--- config.mk ---
export PLATFORM = sky130hd
export DESIGN_NAME = weighted_sample_no_replacement
export DESIGN_NICKNAME = d
export VERILOG_FILES = /design/src/design/wsnr_pkg.sv /design/src/design/wsnr_mod.sv /design/src/design/weighted_sample_no_replacement.sv
export SDC_FILE = /design/constraint.sdc
export NUM_CORES = 2
export LEC_CHECK = 0
export ABC_AREA = 1
export BUFFER_PORTS_ARGS = -buffer_cell sky130_fd_sc_hd__buf_4
export CAP_MARGIN = 20
export CORE_UTILIZATION = 41
export CTS_BUF_LIST = sky130_fd_sc_hd__clkbuf_8
export DETAILED_ROUTE_END_ITERATION = 12
export PLACE_DENSITY_LB_ADDON = 0.25
export SKIP_LAST_GASP = 1
export SYNTH_ARGS = -nofsm -noshare
export SYNTH_HDL_FRONTEND = slang
export SYNTH_SLANG_ARGS = --single-unit
--- constraint.sdc ---
create_clock -name i_clk -period 7.7 [get_ports i_clk]
set_input_delay 0.77 -clock i_clk [delete_from_list [all_inputs] [get_ports i_clk]]
set_output_delay 0.77 -clock i_clk [all_outputs]
set_load 0.02 [all_outputs]
--- src/design/wsnr_pkg.sv ---
// shared types and constants for the weighted sampler
package wsnr_pkg;

    localparam int RAND_BITS      = 31;
    localparam int RAND_CNT_BITS  = 5;
    localparam int WEIGHT_IN_BITS = 31;
    localparam int SEL_BITS       = 6;
    localparam int STATUS_BITS    = 2;

    localparam logic [STATUS_BITS-1:0] ST_OK    = 2'd0;
    localparam logic [STATUS_BITS-1:0] ST_EMPTY = 2'd1;
    localparam logic [STATUS_BITS-1:0] ST_ZERO  = 2'd2;

    typedef enum logic [2:0] {
        S_IDLE,
        S_MOD,
        S_SCAN,
        S_SWAP_A,
        S_SWAP_B
    } t_state;

endpackage

--- src/design/wsnr_mod.sv ---
// bit-serial restoring remainder unit, one numerator bit per cycle
module wsnr_mod #(
    parameter int TOTAL_BITS = 37
) (
    input  logic                                i_clk,
    input  logic                                i_rst_n,
    input  logic                                i_start,
    input  logic [wsnr_pkg::RAND_BITS-1:0]      i_num,
    input  logic [TOTAL_BITS-1:0]               i_div,
    output logic                                o_done,
    output logic [TOTAL_BITS-1:0]               o_rem
);

    logic                                   r_busy;
    logic                                   r_done;
    logic [wsnr_pkg::RAND_CNT_BITS-1:0]     r_cnt;
    logic [wsnr_pkg::RAND_BITS-1:0]         r_num;
    logic [TOTAL_BITS-1:0]                  r_div;
    logic [TOTAL_BITS-1:0]                  r_rem;
    logic [TOTAL_BITS:0]                    trial;
    logic [TOTAL_BITS:0]                    diff;
    logic                                   last_step;

    // shift in the next numerator bit, subtract when it fits
    assign trial     = {r_rem, r_num[wsnr_pkg::RAND_BITS-1]};
    assign diff      = trial - {1'b0, r_div};
    assign last_step = (r_cnt == wsnr_pkg::RAND_CNT_BITS'(wsnr_pkg::RAND_BITS - 1));

    always_ff @(posedge i_clk) begin
        if (!i_rst_n) begin
            r_busy <= 1'b0;
            r_done <= 1'b0;
            r_cnt  <= '0;
        end else begin
            r_done <= r_busy && last_step;
            if (i_start) begin
                r_busy <= 1'b1;
                r_cnt  <= '0;
            end else if (r_busy) begin
                r_cnt <= r_cnt + 1'b1;
                if (last_step) begin
                    r_busy <= 1'b0;
                end
            end
        end
    end

    always_ff @(posedge i_clk) begin
        if (i_start) begin
            r_num <= i_num;
            r_div <= i_div;
            r_rem <= '0;
        end else if (r_busy) begin
            r_num <= {r_num[wsnr_pkg::RAND_BITS-2:0], 1'b0};
            if (trial >= {1'b0, r_div}) begin
                r_rem <= diff[TOTAL_BITS-1:0];
            end else begin
                r_rem <= trial[TOTAL_BITS-1:0];
            end
        end
    end

    assign o_done = r_done;
    assign o_rem  = r_rem;

endmodule

--- src/design/weighted_sample_no_replacement.sv ---
// roulette-wheel sampler without replacement over a stored weight set
// load: no result, busy stays low
// draw on an empty set or zero remaining weight: result in the cycle after accept
// normal draw: the 31-step serial remainder, then a scan of N entries (1 to MAX_ITEMS)
// with one stored entry read per scan cycle
// reset (synchronous, active low) clears count, draws and total; the store is not cleared
// results are strobed for one cycle on o_valid and cannot be stalled
module weighted_sample_no_replacement #(
    parameter int MAX_ITEMS   = 64,
    parameter int WEIGHT_BITS = 31
) (
    input  logic                                  i_clk,
    input  logic                                  i_rst_n,
    input  logic                                  start,
    output logic                                  busy,
    input  logic                                  i_func,
    input  logic                                  i_is_first,
    input  logic [wsnr_pkg::WEIGHT_IN_BITS-1:0]   i_weight,
    input  logic [wsnr_pkg::RAND_BITS-1:0]        i_rand_value,
    output logic                                  o_valid,
    output logic [wsnr_pkg::SEL_BITS-1:0]         o_selected_index,
    output logic [wsnr_pkg::STATUS_BITS-1:0]      o_status
);

    localparam int IW  = (MAX_ITEMS > 1) ? $clog2(MAX_ITEMS) : 1;
    localparam int CW  = $clog2(MAX_ITEMS + 1);
    localparam int TW  = WEIGHT_BITS + IW;
    localparam int EW  = WEIGHT_BITS + IW;
    localparam int WIN = (WEIGHT_BITS < wsnr_pkg::WEIGHT_IN_BITS) ? WEIGHT_BITS
                                                                 : wsnr_pkg::WEIGHT_IN_BITS;

    wsnr_pkg::t_state r_state;
    wsnr_pkg::t_state n_state;

    // set bookkeeping
    logic [CW-1:0]          r_count;
    logic [CW-1:0]          r_draws;
    logic [TW-1:0]          r_total;

    // scan state
    logic [IW-1:0]          r_k;
    logic [TW-1:0]          r_sum;
    logic [TW-1:0]          r_target;
    logic [IW-1:0]          r_hit_k;
    logic [WEIGHT_BITS-1:0] r_hit_w;
    logic [IW-1:0]          r_hit_i;

    // result register
    logic                                 r_valid;
    logic [wsnr_pkg::SEL_BITS-1:0]        r_sel;
    logic [wsnr_pkg::STATUS_BITS-1:0]     r_status;

    // entry store: {original index, weight}
    logic [EW-1:0]          r_mem [MAX_ITEMS];
    logic [EW-1:0]          r_rd_data;
    logic                   mem_we;
    logic [IW-1:0]          mem_waddr;
    logic [EW-1:0]          mem_wdata;
    logic [IW-1:0]          mem_raddr;

    logic                   accept;
    logic                   load_fire;
    logic                   draw_fire;
    logic                   set_empty;
    logic                   set_zero;
    logic [CW-1:0]          load_pos;
    logic                   load_room;
    logic [WEIGHT_BITS-1:0] w_in;
    logic [WEIGHT_BITS-1:0] rd_w;
    logic [IW-1:0]          rd_i;
    logic [TW-1:0]          sum_next;
    logic                   scan_last;
    logic                   scan_hit;
    logic [IW-1:0]          k_next;
    logic [TW-1:0]          sub_w;

    logic                   mod_start;
    logic                   mod_done;
    logic [TW-1:0]          mod_rem;

    assign busy      = (r_state != wsnr_pkg::S_IDLE);
    assign accept    = start && !busy;
    assign load_fire = accept && !i_func;
    assign draw_fire = accept && i_func;
    assign set_empty = (r_draws >= r_count);
    assign set_zero  = (r_total == '0);

    // a restart puts the new weight at position zero
    assign load_pos  = i_is_first ? '0 : r_count;
    assign load_room = (load_pos < CW'(MAX_ITEMS));
    assign w_in      = WEIGHT_BITS'(i_weight[WIN-1:0]);

    assign rd_w      = r_rd_data[WEIGHT_BITS-1:0];
    assign rd_i      = r_rd_data[EW-1:WEIGHT_BITS];
    assign sum_next  = r_sum + TW'(rd_w);
    assign scan_last = ((CW'(r_k) + CW'(1)) == r_count);
    // last undrawn entry is taken if nothing hit before it
    assign scan_hit  = (r_target <= sum_next) || scan_last;
    assign k_next    = r_k + 1'b1;

    // saturating removal of the drawn weight
    assign sub_w = (TW'(r_hit_w) <= r_total) ? TW'(r_hit_w) : r_total;

    wsnr_mod #(
        .TOTAL_BITS (TW)
    ) u_mod (
        .i_clk   (i_clk),
        .i_rst_n (i_rst_n),
        .i_start (mod_start),
        .i_num   (i_rand_value),
        .i_div   (r_total),
        .o_done  (mod_done),
        .o_rem   (mod_rem)
    );

    // next state
    always_comb begin
        n_state = r_state;
        case (r_state)
            wsnr_pkg::S_IDLE: begin
                if (draw_fire && !set_empty && !set_zero) begin
                    n_state = wsnr_pkg::S_MOD;
                end
            end
            wsnr_pkg::S_MOD: begin
                if (mod_done) begin
                    n_state = wsnr_pkg::S_SCAN;
                end
            end
            wsnr_pkg::S_SCAN: begin
                if (scan_hit) begin
                    n_state = wsnr_pkg::S_SWAP_A;
                end
            end
            wsnr_pkg::S_SWAP_A: n_state = wsnr_pkg::S_SWAP_B;
            wsnr_pkg::S_SWAP_B: n_state = wsnr_pkg::S_IDLE;
            default:            n_state = wsnr_pkg::S_IDLE;
        endcase
    end

    // store and remainder unit control
    always_comb begin
        mem_we    = 1'b0;
        mem_waddr = load_pos[IW-1:0];
        mem_wdata = {load_pos[IW-1:0], w_in};
        mem_raddr = r_draws[IW-1:0];
        mod_start = 1'b0;
        case (r_state)
            wsnr_pkg::S_IDLE: begin
                mem_we    = load_fire && load_room;
                mod_start = draw_fire && !set_empty && !set_zero;
            end
            wsnr_pkg::S_MOD: begin
                // keep the first undrawn entry on the read port
                mem_raddr = r_draws[IW-1:0];
            end
            wsnr_pkg::S_SCAN: begin
                // on a hit, fetch the swap partner at the drawn boundary
                mem_raddr = scan_hit ? r_draws[IW-1:0] : k_next;
            end
            wsnr_pkg::S_SWAP_A: begin
                mem_we    = 1'b1;
                mem_waddr = r_hit_k;
                mem_wdata = r_rd_data;
            end
            wsnr_pkg::S_SWAP_B: begin
                mem_we    = 1'b1;
                mem_waddr = r_draws[IW-1:0];
                mem_wdata = {r_hit_i, r_hit_w};
            end
            default: begin
                mem_we = 1'b0;
            end
        endcase
    end

    always_ff @(posedge i_clk) begin
        if (mem_we) begin
            r_mem[mem_waddr] <= mem_wdata;
        end
        r_rd_data <= r_mem[mem_raddr];
    end

    // control state
    always_ff @(posedge i_clk) begin
        if (!i_rst_n) begin
            r_state <= wsnr_pkg::S_IDLE;
            r_count <= '0;
            r_draws <= '0;
            r_total <= '0;
            r_valid <= 1'b0;
        end else begin
            r_state <= n_state;
            r_valid <= 1'b0;
            if (load_fire) begin
                if (i_is_first) begin
                    r_draws <= '0;
                end
                if (load_room) begin
                    r_count <= load_pos + 1'b1;
                    r_total <= (i_is_first ? '0 : r_total) + TW'(w_in);
                end else if (i_is_first) begin
                    r_count <= '0;
                    r_total <= '0;
                end
            end
            if (draw_fire && (set_empty || set_zero)) begin
                r_valid <= 1'b1;
            end
            if (r_state == wsnr_pkg::S_SWAP_B) begin
                r_valid <= 1'b1;
                r_draws <= r_draws + 1'b1;
                r_total <= r_total - sub_w;
            end
        end
    end

    // datapath registers
    always_ff @(posedge i_clk) begin
        if (draw_fire) begin
            r_sel    <= '0;
            r_status <= set_empty ? wsnr_pkg::ST_EMPTY : wsnr_pkg::ST_ZERO;
        end
        if (r_state == wsnr_pkg::S_MOD && mod_done) begin
            r_k      <= r_draws[IW-1:0];
            r_sum    <= '0;
            r_target <= mod_rem + 1'b1;
        end
        if (r_state == wsnr_pkg::S_SCAN) begin
            r_sum <= sum_next;
            r_k   <= k_next;
            if (scan_hit) begin
                r_hit_k <= r_k;
                r_hit_w <= rd_w;
                r_hit_i <= rd_i;
            end
        end
        if (r_state == wsnr_pkg::S_SWAP_B) begin
            r_sel    <= wsnr_pkg::SEL_BITS'(r_hit_i);
            r_status <= wsnr_pkg::ST_OK;
        end
    end

    assign o_valid          = r_valid;
    assign o_selected_index = r_sel;
    assign o_status         = r_status;

    // draw on an exhausted set answers on the next cycle
    a_empty_answer: assert property (@(posedge i_clk) disable iff (!i_rst_n)
        (draw_fire && set_empty) |=> (o_valid && o_status == wsnr_pkg::ST_EMPTY))
        else $error("empty draw did not report exhaustion");

    // drawn region never passes the loaded set
    a_draws_bound: assert property (@(posedge i_clk) disable iff (!i_rst_n)
        r_draws <= r_count)
        else $error("draw count passed item count");

    // scan stays inside the loaded entries
    a_scan_range: assert property (@(posedge i_clk) disable iff (!i_rst_n)
        (r_state == wsnr_pkg::S_SCAN) |-> (CW'(r_k) < r_count))
        else $error("scan index outside loaded set");

    // a good result only follows the swap
    a_ok_after_swap: assert property (@(posedge i_clk) disable iff (!i_rst_n)
        (o_valid && o_status == wsnr_pkg::ST_OK) |-> ($past(r_state) == wsnr_pkg::S_SWAP_B))
        else $error("ok result without a completed swap");

endmodule

==> impl_metrics.py <==
metrics = {
    "status": {
        "outcome": "finished clean",
    },
    "sta": {
        "hold_violations": 0,
        "slew_viol_final": 0,
        "setup_slack_ns": 0.370,
        "rsz0062_at_grt": "false",
        "slew_headroom_pct": 28.1,
        "max_freq_mhz": 136,
        "finalClockSkew_ns": 0.0688,
        "final-setup-viol-count": 0,
        "worst_pin_slew_ns": 1.08,
        "fin_crit_sh_pct": 95.2,
        "post-route-min-period_ns": 7.33,
        "finalSetupTns_ns": 0,
    },
    "setup_path": {
        "path_class": "flop to flop",
        "rr_endpoint": "r_rd_data[24]",
        "r2r_cells": 29,
        "worstPathRequired_ns": 8.68,
        "slowest_stage": "dfxtp_1",
        "r2r_setup_slack_ns": 0.37,
        "cp_data_arrival_time_ns": 8.31,
        "worstSetupEndpointType": "flop",
        "crit_fanout": 36,
        "timing.rr.start": "r_rd_data[5]",
        "slowest_delay_ns": 0.65,
        "startpoint_type": "flop",
        "crit_top_cell": "nand3_1",
    },
    "synth": {
        "syn_area_um2": 126000,
        "syn_inst": 12835,
        "seq_area_frac_synth_pct": 63.2,
        "yosys_warnings": 0,
        "synth_top_area_cell": "edfxtp_1",
        "synth_edf_count": 2565,
        "syn-num-nets": 13117,
        "synth_cell_types": 53,
        "syn_avg_cell_area_um2": 9.84,
        "synth_top_area_share_pct": 61.0,
        "async_flop_share_pct": 0,
        "yosys-top-cells-area": "edfxtp_1 61%, nand3_1 9.5%, nand2_1 8.7%, inv_1 7.1%, dfxtp_1 2.2%",
        "ys_seq_elements": 2703,
        "ys.flop_type": "edfxtp_1",
    },
    "clock_network": {
        "htree_levels": 5,
        "cts_sinks": 2703,
        "clock_latency_ns": 1.12,
        "clk_pin_slew_worst_paths_ns": 0.07,
        "clk_path_buf_depth": 4,
        "root_buffer": "clkbuf_8",
        "cts_made_buffers": 439,
        "cts_tree": "built",
    },
    "min_path": {
        "holdPathEnd": "o_status[0]",
        "hold_class": "input pin to flop",
        "hold_path_depth": 3,
        "min-delay-start": "i_func",
    },
    "floorplan": {
        "row_count": 203,
        "initial_core_util_pct": 41.3,
        "die_h_um": 557,
        "boundaryPins": 77,
        "coreArea_um2": 306000,
        "die-area_um2": 310000,
        "die_w_um": 557,
    },
    "pwr": {
        "p_comb_share_pct": 7.2,
        "seqPwrFrac_pct": 53.4,
        "p_int_mw": 23.1,
        "p_leak_nw": 59.8,
        "power_density_nw_per_um2": 217,
        "peakVddDrop_uv": 153,
        "clockPowerShare_pct": 39.4,
        "switching_share_pct": 24.9,
        "power_switching_mw": 7.68,
    },
    "layout": {
        "syn2layout_area_growth_pct": 12.6,
        "layout_common_cells": "2,933 x nand2_1, 2,578 x inv_1, 2,565 x edfxtp_1",
        "layout.cells.non_filler": 17551,
        "regArea_um2": 79800,
        "nets": 13364,
        "drive_gt1_share_pct": 7.80,
        "fill_cells": 28519,
        "layout_commonest_cell": "nand2_1",
        "multi_input_area_um2": 35500,
    },
    "global_routing": {
        "grt.total_usage_pct": 24.9,
        "overflow": 0,
        "grt_pass1_wl_um": 573000,
        "grt_pass1_vias": 86703,
        "antenna_found_initial": 15,
        "grt_start_max_net_pins": 108,
    },
    "place": {
        "gp_congestion": 0.899,
        "dp.cells": 16703,
        "portBuffers": 76,
        "pre_cts_ws_ns": 0.0495,
        "hpwlAfterDp_um": 229000,
    },
    "route": {
        "vias": 91872,
        "post_drt_via_cell_ratio": 5.23,
        "post_drt_wl_per_cell_um": 22.4,
        "drtPass1Iterations": 8,
        "wirelength_um": 393000,
        "drt_iter0_drc": 9285,
        "drtAntennaViolNets": 0,
        "remaining_drc_errors": 0,
    },
    "job": {
        "drv_cap": 0,
    },
}
[cells by family after synthesis]
kind of cell	share of synthesized area [%]
xor+xnor	1.01
flops	63.2
buf+inv	9.27
simple gates	21.1
compound gates	3.28
fa+ha+maj	2.15
[sequential cells by signal, summed over array words and instances, names as in the netlist, 2 cells and up]
signal / count
r_mem: 2368
r_rd_data: 37
r_sum: 37
r_target: 37
r_total: 37
u_mod.o_rem: 37
u_mod.r_div: 37
r_hit_w: 31
u_mod.r_num: 31
r_count: 7
r_draws: 7
o_selected_index: 6
r_hit_i: 6
r_hit_k: 6
r_k: 6
u_mod.r_cnt: 5
r_state: 3
o_status: 2
[synthesized netlist by cell type (all sizes together), types with 53 or more instances]
cell and count:
o21ai 238, edfxtp 2565, dfxtp 138, a21oi 235, xor2 97, ha 211
buf 358, o211ai 68, clkbuf 254, nand4 53, nand3 2402, nor2 384
inv 2405, nand2 2942, nand3b 192
[critical path, delay by kind of cell, from the launching register on]
family	cells	cell delay (ns)
AND/OR/NAND/NOR	9	1.88
adder cells (fa/ha/maj)	2	0.67
XOR/XNOR	1	0.22
AO/OA/AOI/OAI	12	2.39
flip-flops	1	0.65
buffers and inverters	5	1.29
[power by group through the flow]
stage	sequential (mW)	clock, mW	combinational, mW
6_report	16.4	12.1	2.23
5_1_grt	16.4	12.9	2.47
4_1_cts	16.4	12.3	2.20
3_5_place_dp	16.7	0	2.16
3_3_place_gp	16.7	0	2.17
2_1_floorplan	16.6	0	1.48
[layer usage]
layer  global-route usage [%]  up-vias  wire (um)
met5                        0        -          0
met4                     7.72        0      11600
met3                     3.35      625      30800
met2                     41.1     3865     184000
met1                     33.9    44339     166000
li1                         -    43043          -
[layout make-up]
type,instances,share of cell area [%]
timing repair buffer,417,2.95
tap,4100,3.61
inverter,2410,6.38
multi-input combinational,7111,25.0
sequential,2703,56.1
clock buffer,481,4.66
antenna,8,0.0141
clock inverter,321,1.28
[through the flow]
stage / instance area (um2) / util, % / hold slack [ns] / power (mW)
final: 142000 / 46.4 / 0.170 / 30.8
after global routing: 142000 / 46.4 / 0.196 / 31.8
after CTS: 142000 / 46.4 / 0.0562 / 31.0
after detailed placement: 133000 / 43.5 / 0.458 / 18.9
after global placement: 133000 / 43.5 / 0.446 / 18.9
after floorplan: 126000 / - / 0.410 / 18.1
[how the worst max path moves through the flow]
stage	depth (start not counted)	start	slack, ns	endpoint
2_1_floorplan	20	r_sum[0]	1.66	r_hit_i[0]
3_3_place_gp	28	r_rd_data[1]	0.07	r_rd_data[25]
3_5_place_dp	29	r_rd_data[3]	0.05	r_rd_data[25]
4_1_cts	30	r_rd_data[3]	0.02	r_rd_data[25]
5_1_grt	29	r_rd_data[5]	0.01	r_rd_data[24]
6_report	29	r_rd_data[5]	0.37	r_rd_data[24]
[repair_timing]
| action | 4_1_cts | 5_1_grt |
|---|---|---|
| pin swaps | 0 | 2 |
| buffers inserted | 0 | 3 |
| endpoints found under the setup margin | 1 | 28 |
| resized for setup | 1 | 9 |
| gates cloned | 0 | 1 |
| hold buffers | 31 | 0 |
| hold endpoints to repair | 31 | 0 |
No activity file was read; power rests on OpenSTA's default activity.
